### src/design/bmc_pkg.sv
// Shared types and constants for the block mode color core.
// Depends on nothing; every other design file imports it.
package bmc_pkg;

  localparam int unsigned CHAN_W  = 8;
  localparam int unsigned COLOR_W = 3 * CHAN_W;
  localparam int unsigned COUNT_W = 7;
  localparam int unsigned MODE_W  = 2;

  localparam logic [COUNT_W-1:0] COUNT_SAT = 7'd127;

  // Area modes held in the configuration register.
  localparam logic [MODE_W-1:0] MODE_SUBSAMPLE = 2'd1;
  localparam logic [MODE_W-1:0] MODE_ROW       = 2'd2;
  localparam logic [MODE_W-1:0] MODE_COLUMN    = 2'd3;

  localparam logic [CHAN_W-1:0] CHAN_FULL   = 8'd255;
  localparam logic [CHAN_W-1:0] CHAN_WHITE  = 8'd254;
  localparam logic [CHAN_W-1:0] LIFT_SMALL  = 8'd1;
  localparam logic [CHAN_W-1:0] LIFT_LARGE  = 8'd10;

  // Queue between the front and the back part.
  localparam int unsigned QDEPTH = 4;
  localparam int unsigned QPTR_W = 2;

  typedef struct packed {
    logic [CHAN_W-1:0] red_in;
    logic [CHAN_W-1:0] green_in;
    logic [CHAN_W-1:0] blue_in;
    logic              last_in_area;
  } pixel_t;

  typedef struct packed {
    logic [CHAN_W-1:0]  mode_red;
    logic [CHAN_W-1:0]  mode_green;
    logic [CHAN_W-1:0]  mode_blue;
    logic [COUNT_W-1:0] mode_count;
    logic               area_overflow;
  } result_t;

  // One classified pixel as handed from the front to the back part.
  typedef struct packed {
    logic [COLOR_W-1:0] color;
    logic               counted;
    logic               last;
    logic               ovf;
  } job_t;

  typedef struct packed {
    logic [COLOR_W-1:0] color;
    logic [COUNT_W-1:0] count;
  } entry_t;

  typedef enum logic [1:0] {
    BK_IDLE,
    BK_SEARCH,
    BK_SCAN,
    BK_EMIT
  } back_state_t;

endpackage

### src/design/bmc_front.sv
// Front part: holds the area mode register, adjusts and classifies pixels.
// Depends on bmc_pkg.
module bmc_front import bmc_pkg::*; #(
  parameter int unsigned AREA_MAX = 64
) (
  input  logic              clk,
  input  logic              rst,
  input  logic              pix_valid,
  output logic              pix_stall,
  input  pixel_t            pix,
  input  logic              cfg_valid,
  output logic              cfg_ready,
  input  logic [MODE_W-1:0] cfg_data,
  output logic              job_valid,
  input  logic              job_full,
  output job_t              job
);

  localparam int unsigned CNT_W = $clog2(AREA_MAX + 1);

  logic [MODE_W-1:0] area_mode;
  logic [CNT_W-1:0]  pixels_seen;
  logic              overflow_seen;
  logic              accept;
  logic              counted;
  logic              is_black;
  logic              is_white;
  logic [CHAN_W-1:0] lift;
  logic [CHAN_W-1:0] r;
  logic [CHAN_W-1:0] g;
  logic [CHAN_W-1:0] b;

  assign cfg_ready = 1'b1;
  assign pix_stall = job_full;
  assign accept    = pix_valid & ~job_full;

  always_comb begin
    is_black = (pix.red_in == '0) && (pix.green_in == '0) && (pix.blue_in == '0);
    is_white = (pix.red_in == CHAN_FULL) && (pix.green_in == CHAN_FULL) &&
               (pix.blue_in == CHAN_FULL);
    lift = ((area_mode == MODE_ROW) || (area_mode == MODE_COLUMN)) ? LIFT_LARGE : LIFT_SMALL;
    r = pix.red_in;
    g = pix.green_in;
    b = pix.blue_in;
    if (is_black) begin
      r = lift;
      g = lift;
      b = lift;
    end else if (is_white) begin
      r = CHAN_WHITE;
      g = CHAN_WHITE;
      b = CHAN_WHITE;
    end
    counted = pixels_seen < CNT_W'(AREA_MAX);
  end

  assign job_valid   = pix_valid;
  assign job.color   = {r, g, b};
  assign job.counted = counted;
  assign job.last    = pix.last_in_area;
  assign job.ovf     = overflow_seen | ~counted;

  always_ff @(posedge clk) begin
    if (rst) begin
      area_mode     <= MODE_SUBSAMPLE;
      pixels_seen   <= '0;
      overflow_seen <= 1'b0;
    end else begin
      if (cfg_valid && cfg_ready) begin
        area_mode <= cfg_data;
      end
      if (accept) begin
        if (pix.last_in_area) begin
          pixels_seen   <= '0;
          overflow_seen <= 1'b0;
        end else if (counted) begin
          pixels_seen <= pixels_seen + CNT_W'(1);
        end else begin
          overflow_seen <= 1'b1;
        end
      end
    end
  end

endmodule

### src/design/bmc_queue.sv
// Short word queue that decouples the front part from the table back part.
// Depends on bmc_pkg.
module bmc_queue import bmc_pkg::*; (
  input  logic clk,
  input  logic rst,
  input  logic push,
  input  job_t push_word,
  output logic full,
  output logic pop_valid,
  input  logic pop,
  output job_t pop_word
);

  job_t              slots [QDEPTH];
  logic [QPTR_W-1:0] wr_ptr;
  logic [QPTR_W-1:0] rd_ptr;
  logic [QPTR_W:0]   fill;
  logic              do_push;
  logic              do_pop;

  assign full      = fill == (QPTR_W + 1)'(QDEPTH);
  assign pop_valid = fill != '0;
  assign pop_word  = slots[rd_ptr];
  assign do_push   = push & ~full;
  assign do_pop    = pop & pop_valid;

  always_ff @(posedge clk) begin
    if (do_push) begin
      slots[wr_ptr] <= push_word;
    end
  end

  always_ff @(posedge clk) begin
    if (rst) begin
      wr_ptr <= '0;
      rd_ptr <= '0;
      fill   <= '0;
    end else begin
      if (do_push) begin
        wr_ptr <= wr_ptr + QPTR_W'(1);
      end
      if (do_pop) begin
        rd_ptr <= rd_ptr + QPTR_W'(1);
      end
      if (do_push && !do_pop) begin
        fill <= fill + (QPTR_W + 1)'(1);
      end else if (do_pop && !do_push) begin
        fill <= fill - (QPTR_W + 1)'(1);
      end
    end
  end

endmodule

### src/design/bmc_back.sv
// Back part: distinct-color table in a memory, sequential search and
// maximum scan, and the result output register. Depends on bmc_pkg.
module bmc_back import bmc_pkg::*; #(
  parameter int unsigned AREA_MAX = 64
) (
  input  logic    clk,
  input  logic    rst,
  input  logic    job_valid,
  output logic    job_pop,
  input  job_t    job,
  output logic    res_valid,
  input  logic    res_stall,
  output result_t res
);

  localparam int unsigned CNT_W = $clog2(AREA_MAX + 1);
  localparam int unsigned IDX_W = (AREA_MAX > 1) ? $clog2(AREA_MAX) : 1;

  entry_t tbl [AREA_MAX];
  entry_t rdata;

  back_state_t        state, state_next;
  job_t               cur, cur_next;
  logic [CNT_W-1:0]   entries, entries_next;
  logic [CNT_W-1:0]   issue, issue_next;
  logic               chk_vld, chk_vld_next;
  logic [IDX_W-1:0]   chk_idx, chk_idx_next;
  logic [COLOR_W-1:0] best_color, best_color_next;
  logic [COUNT_W-1:0] best_count, best_count_next;

  logic               rd_en;
  logic [IDX_W-1:0]   rd_addr;
  logic               wr_en;
  logic [IDX_W-1:0]   wr_addr;
  entry_t             wr_data;
  logic               res_load;
  logic               issue_done;

  always_ff @(posedge clk) begin
    if (wr_en) begin
      tbl[wr_addr] <= wr_data;
    end
  end

  always_ff @(posedge clk) begin
    if (rd_en) begin
      rdata <= tbl[rd_addr];
    end
  end

  always_comb begin
    state_next      = state;
    cur_next        = cur;
    entries_next    = entries;
    issue_next      = issue;
    chk_vld_next    = 1'b0;
    chk_idx_next    = issue[IDX_W-1:0];
    best_color_next = best_color;
    best_count_next = best_count;
    rd_en           = 1'b0;
    rd_addr         = issue[IDX_W-1:0];
    wr_en           = 1'b0;
    wr_addr         = chk_idx;
    wr_data         = rdata;
    job_pop         = 1'b0;
    res_load        = 1'b0;
    issue_done      = issue == entries;

    case (state)
      BK_IDLE: begin
        if (job_valid) begin
          job_pop         = 1'b1;
          cur_next        = job;
          issue_next      = '0;
          best_color_next = '0;
          best_count_next = '0;
          if (job.counted) begin
            state_next = BK_SEARCH;
          end else if (job.last) begin
            state_next = BK_SCAN;
          end
        end
      end
      BK_SEARCH: begin
        if (chk_vld && (rdata.color == cur.color)) begin
          // Known color: bump its count, saturating.
          wr_en         = 1'b1;
          wr_addr       = chk_idx;
          wr_data.color = rdata.color;
          wr_data.count = (rdata.count < COUNT_SAT) ? rdata.count + COUNT_W'(1)
                                                     : rdata.count;
          issue_next    = '0;
          state_next    = cur.last ? BK_SCAN : BK_IDLE;
        end else if (issue_done && !chk_vld) begin
          // New color: append it with a count of one.
          wr_en         = 1'b1;
          wr_addr       = entries[IDX_W-1:0];
          wr_data.color = cur.color;
          wr_data.count = COUNT_W'(1);
          entries_next  = entries + CNT_W'(1);
          issue_next    = '0;
          state_next    = cur.last ? BK_SCAN : BK_IDLE;
        end else if (!issue_done) begin
          rd_en        = 1'b1;
          issue_next   = issue + CNT_W'(1);
          chk_vld_next = 1'b1;
        end
      end
      BK_SCAN: begin
        if (chk_vld && (rdata.count > best_count)) begin
          best_count_next = rdata.count;
          best_color_next = rdata.color;
        end
        if (issue_done && !chk_vld) begin
          state_next = BK_EMIT;
        end else if (!issue_done) begin
          rd_en        = 1'b1;
          issue_next   = issue + CNT_W'(1);
          chk_vld_next = 1'b1;
        end
      end
      BK_EMIT: begin
        if (!res_valid || !res_stall) begin
          res_load     = 1'b1;
          entries_next = '0;
          state_next   = BK_IDLE;
        end
      end
      default: begin
        state_next = BK_IDLE;
      end
    endcase
  end

  always_ff @(posedge clk) begin
    if (rst) begin
      state     <= BK_IDLE;
      entries   <= '0;
      issue     <= '0;
      chk_vld   <= 1'b0;
      res_valid <= 1'b0;
    end else begin
      state   <= state_next;
      entries <= entries_next;
      issue   <= issue_next;
      chk_vld <= chk_vld_next;
      if (res_load) begin
        res_valid <= 1'b1;
      end else if (!res_stall) begin
        res_valid <= 1'b0;
      end
    end
  end

  always_ff @(posedge clk) begin
    cur        <= cur_next;
    chk_idx    <= chk_idx_next;
    best_color <= best_color_next;
    best_count <= best_count_next;
    if (res_load) begin
      res.mode_red      <= best_color[COLOR_W-1 -: CHAN_W];
      res.mode_green    <= best_color[CHAN_W +: CHAN_W];
      res.mode_blue     <= best_color[CHAN_W-1:0];
      res.mode_count    <= best_count;
      res.area_overflow <= cur.ovf;
    end
  end

endmodule

### src/design/block_mode_color_core.sv
// Top level of the block mode color core: front part, word queue, back part.
// Depends on bmc_pkg, bmc_front, bmc_queue and bmc_back.
//
// The core finds the dominant color of one image area. Pixels arrive one
// word at a time on the pix channel; the word with last_in_area set closes
// the area and then one result word leaves on the res
// channel with the most frequent adjusted color, its count, and a flag
// that is set when the area held more than AREA_MAX pixels (the extra
// pixels are not counted). Pure white is counted as 254,254,254 and pure
// black as 1,1,1 in area mode 1 (and mode 0) or 10,10,10 in modes 2 and 3.
// On a tie the color that appeared first in the area wins. The area mode
// is written through the cfg channel, which is always ready; write it only
// while the core is idle. Timing: the front part takes a pixel word every
// cycle while its four-word queue has room. The back part walks the color
// table one entry per cycle through a single registered memory read port.
// For a counted pixel it takes the word from the queue, reads up to N
// entries, N being the number of distinct colors seen so far in the area
// (below AREA_MAX), makes one last compare and writes the table; the
// closing pixel adds a full scan of the table and the load of the result
// register. The back part takes the next pixel word from the queue only
// once it is done with the last one. The table needs no clearing pass after reset.
module block_mode_color_core import bmc_pkg::*; #(
  parameter int unsigned AREA_MAX = 64
) (
  input  logic              clk,
  input  logic              rst,
  input  logic              pix_valid,
  output logic              pix_stall,
  input  pixel_t            pix,
  output logic              res_valid,
  input  logic              res_stall,
  output result_t           res,
  input  logic              cfg_valid,
  output logic              cfg_ready,
  input  logic [MODE_W-1:0] cfg_data
);

  // Front to queue.
  logic job_push;
  logic q_full;
  job_t front_job;

  // Queue to back.
  logic q_valid;
  logic q_pop;
  job_t q_job;

  bmc_front #(
    .AREA_MAX (AREA_MAX)
  ) u_front (
    .clk       (clk),
    .rst       (rst),
    .pix_valid (pix_valid),
    .pix_stall (pix_stall),
    .pix       (pix),
    .cfg_valid (cfg_valid),
    .cfg_ready (cfg_ready),
    .cfg_data  (cfg_data),
    .job_valid (job_push),
    .job_full  (q_full),
    .job       (front_job)
  );

  bmc_queue u_queue (
    .clk       (clk),
    .rst       (rst),
    .push      (job_push),
    .push_word (front_job),
    .full      (q_full),
    .pop_valid (q_valid),
    .pop       (q_pop),
    .pop_word  (q_job)
  );

  // The back part owns the table memory and the result register.
  bmc_back #(
    .AREA_MAX (AREA_MAX)
  ) u_back (
    .clk       (clk),
    .rst       (rst),
    .job_valid (q_valid),
    .job_pop   (q_pop),
    .job       (q_job),
    .res_valid (res_valid),
    .res_stall (res_stall),
    .res       (res)
  );

endmodule

### config.mk
export PLATFORM = sky130hd
export DESIGN_NAME = block_mode_color_core
export DESIGN_NICKNAME = d
export VERILOG_FILES = /design/src/design/bmc_pkg.sv /design/src/design/bmc_front.sv /design/src/design/bmc_queue.sv /design/src/design/bmc_back.sv /design/src/design/block_mode_color_core.sv
export SDC_FILE = /design/constraint.sdc
export NUM_CORES = 2
export LEC_CHECK = 0
export BUFFER_PORTS_ARGS = -buffer_cell sky130_fd_sc_hd__buf_2
export CORE_ASPECT_RATIO = 2
export CORE_MARGIN = 4
export CORE_UTILIZATION = 52
export CTS_CLUSTER_DIAMETER = 40
export DETAILED_ROUTE_END_ITERATION = 7
export PLACE_DENSITY = 0.67
export REMOVE_ABC_BUFFERS = 1
export SETUP_SLACK_MARGIN = 0.3
export SYNTH_ARGS = -nofsm -noshare
export SYNTH_HDL_FRONTEND = slang
export SYNTH_SLANG_ARGS = --single-unit
### constraint.sdc
create_clock -name clk -period 8.2 [get_ports clk]
set_input_delay 0.41 -clock clk [delete_from_list [all_inputs] [get_ports clk]]
set_output_delay 0.41 -clock clk [all_outputs]
set_load 0.05 [all_outputs]
==> reports/summary.log <==
INFO  cts            clock_tree.htree_level_count=4
INFO  routing        route.detailed.wl_per_inst=31.1µm
INFO  placement      place_area=0.0907mm²
INFO  layout         regArea=0.0673mm²
INFO  synth          ys_async_sr_fraction=0
INFO  global_route   grt_pass1_wl=288mm
INFO  routing        first_pass_iters=7
INFO  layout         drive_above_1_share=0.284
INFO  sta            fin_crit_sh=0.571
INFO  layout         multi_input_combinational_cell_area=0.0194mm²
INFO  synth          synth-seq-area-share=0.772
INFO  die            die-area=0.175mm²
INFO  global_route   initial_antenna_violation_count=3
INFO  cts            numClockSinks=2254
INFO  routing        detailedRoute.firstIterationViolations=3647
INFO  worst_setup_path end_kind=flip-flop
INFO  synth          postSynthCellCount=3855
INFO  global_route   global_route.usage.total=0.225
INFO  layout         postLayoutCoreUtil=0.579
INFO  routing        final_antenna_net_count=0
INFO  pwr            cellLeakagePower=28.9nW
INFO  worst_setup_path ff2ff_path_depth=7
INFO  min_path       cell_depth_of_the_worst_hold_path=2
INFO  routing        vias_per_cell=6.30
INFO  sta            slew_headroom=0.119
INFO  layout         final_cells=6311
INFO  synth          synth_cell_type_count=56
INFO  global_route   grt_overflow=0
INFO  placement      placedCellCount=5966
INFO  routing        num_vias=39800
INFO  layout         layout_overhead_on_the_synthesized_area=10.9%
INFO  die            core_area=0.167mm²
INFO  placement      placer_congestion=0.856
INFO  cts            post_cts_setup_bufs=0
INFO  sta            setup_tns=0ns
INFO  synth          syn_avg_cell_area=22.6µm²
INFO  sta            worstMarginPinSlew=1.32ns
INFO  status         run_status=completed
INFO  sta            setup_violations=0
INFO  die            die_w=298µm
INFO  worst_setup_path cp_data_required_time=8.63ns
INFO  die            die_y=587µm
INFO  cts            clock_tree.root_cell=sky130_fd_sc_hd__clkbuf_16
INFO  worst_setup_path worstPathCellList=xnor2_1, nand4_1, or4_1, nor3_4, a31oi_2, nor3_2, buf_4
INFO  sta            fmax=214MHz
INFO  min_path       hold_path.class=input pin to flip-flop
INFO  placement      dp_hpwl=112mm
INFO  layout         finalInstanceArea=0.0967mm²
INFO  cts            cts_made_buffers=186
INFO  worst_setup_path critical_path_peak_fanout=31
INFO  pwr            total_power=25.9mW
INFO  routing        wirelength=197mm
INFO  cts            cts_tree=yes
INFO  worst_setup_path critical_path_class=flip-flop to flip-flop
INFO  layout         final_net_count=4087
INFO  placement      place.port_buffers=64
INFO  cts            path_clk_slew=0.07ns
INFO  die            design.portCount=67
INFO  die            start_util=0.522
INFO  synth          yosys_most_used_dff=sky130_fd_sc_hd__edfxtp_1
INFO  worst_setup_path critical_path_depth=7
INFO  global_route   grt_start_max_net_pins=129
INFO  synth          synth-seq-cells=2254
INFO  sta            fin_worst_skew=0.0283ns
INFO  pwr            power.density=268mW/mm²
INFO  cts            cts_hold_buffers=20
INFO  layout         fill_cells=11700
INFO  synth          synth_enable_flop_cells=2212
INFO  sta            finalWorstPathRequiredPeriod=4.68ns
INFO  synth          synth_warnings=0
INFO  run            maxCapViolations=0
INFO  sta            grt_setup_unrepaired=false
INFO  sta            finalMaxSlewViolations=0
INFO  worst_setup_path crit_arrival=5.11ns
INFO  sta            hold_viol_final=0
INFO  cts            post_cts.resized_instances=0
INFO  cts            clock_path_buffers=4
INFO  global_route   grt_pass1_vias=41600
INFO  worst_setup_path cpMaxStageDelayCell=sky130_fd_sc_hd__nor3_4
INFO  die            rows=212
INFO  worst_setup_path critPathLaunchType=flip-flop
INFO  worst_setup_path cp_top_family=simple AND/OR/NAND/NOR gates
INFO  cts            clk-insertion-delay-late=0.80ns
INFO  worst_setup_path crit_path_max_incr_delay=0.88ns
INFO  pwr            vdd_drop_max=0.234mV
INFO  routing        post-route-drc-count=0
INFO  synth          syn-cell-area=0.0872mm²
INFO  worst_setup_path critical_path.n_buffers_inverters=1
==> Yosys cell counts, drive strengths merged, types with 5 or more instances <==
cell	number	share of area
xor2	13	0.0013
o211ai	5	0.00043
mux4	633	0.16
o21ai	22	0.0013
buf	106	0.0070
a21oi	68	0.0039
nor3	50	0.0030
nand2b	11	0.00079
mux2i	55	0.0063
a211oi	50	0.0043
inv	27	0.0012
or4	7	0.00060
nand4	24	0.0017
edfxtp	2212	0.76
nor4	15	0.0012
ha	20	0.0029
nor2b	54	0.0039
or3	10	0.00072
nor2	65	0.0028
and2	39	0.0028
o21a	6	0.00052
xnor2	31	0.0031
nand3	10	0.00057
nand2	115	0.0050
dfxtp	42	0.0096
a31oi	13	0.00093
clkbuf	111	0.0048
==> cells by family (layout without fill, tap and decap cells) <==
group                      Yosys count  in the layout  share of synthesized area
xor gates and xnor gates            44             44                    0.00442
buffers and inverters              244            559                     0.0129
DFF                               2254           2254                      0.772
other                                1              2                  0.0000430
AOI/OAI and AO/OA                  184            184                     0.0132
adders and majority gates           21             21                    0.00310
muxes                              690            690                      0.170
and+or+nand+nor                    417            417                     0.0246
==> path summary, 6_finish.rpt <==
path	slack, ns	startpoint	end
worst max-delay path	3.52	u_back.rdata[23]	u_back.tbl[7][29]
worst min-delay path	0.05	pix[2]	u_queue.slots[0][4]
worst max register to register	3.52	u_back.rdata[23]	u_back.tbl[7][29]
worst min register to register	0.42	u_back.best_color[23]	u_back.res[31]
==> state kept, by name, summed over array words and instances, names as in the netlist, 2 cells and up, named ones only <==
name and flops:
u_back.tbl 1984, u_queue.slots 108, u_back.res 32, u_back.rdata 31, u_back.cur 26, u_back.best_color 24, u_back.best_count 7, u_back.entries 7
u_back.issue 7, u_front.pixels_seen 7, u_back.chk_idx 6, u_queue.fill 3, u_back.state 2, u_queue.rd_ptr 2, u_queue.wr_ptr 2
==> where the power goes <==
| group | switching, mW | internal (mW) |
|---|---|---|
| Combinational | 2.15 | 0.643 |
| Sequential | 0.166 | 14.3 |
| Clock | 3.92 | 4.67 |
| Total | 6.24 | 19.7 |
==> cell type report <==
class | instances | area share
tap | 2140 | 0.0277
timing repair buffer | 208 | 0.0157
clock inverter | 99 | 0.00885
multi-input combinational | 1357 | 0.200
clock buffer | 225 | 0.0503
inverter | 27 | 0.00105
antenna | 1 | 0.0000259
sequential | 2254 | 0.696
==> through the flow <==
stage	hold slack, ns	worst slack (ns)
after floorplan	0.400	-17.28
after global placement	0.404	3.50
after detailed placement	0.405	3.50
after CTS	0.00328	3.48
after global routing	0.0450	3.24
final	0.0534	3.52
==> cells in the final DEF, fill, tap and decap left out, types with 49 or more instances in the layout <==
cell                        synthesis  final
sky130_fd_sc_hd__edfxtp_1        2212   2212
sky130_fd_sc_hd__mux4_2           633    633
sky130_fd_sc_hd__clkbuf_16          0    189
sky130_fd_sc_hd__buf_4             24    119
sky130_fd_sc_hd__nand2_1          115    101
sky130_fd_sc_hd__a21oi_1           68     68
sky130_fd_sc_hd__buf_2             59     64
sky130_fd_sc_hd__mux2i_1           55     51
sky130_fd_sc_hd__nor2b_1           54     51
sky130_fd_sc_hd__a211oi_1          50     49
==> routing by layer <==
metal | routed length [µm] | up-vias | track usage
met1 | 71700 | 21500 | 0.282
li1 | - | 16500 | -
met3 | 10300 | 359 | 0.0237
met4 | 6640 | 2 | 0.0725
met2 | 108000 | 1413 | 0.414
met5 | 13 | - | 0
No activity file was read; power rests on OpenSTA's default activity.
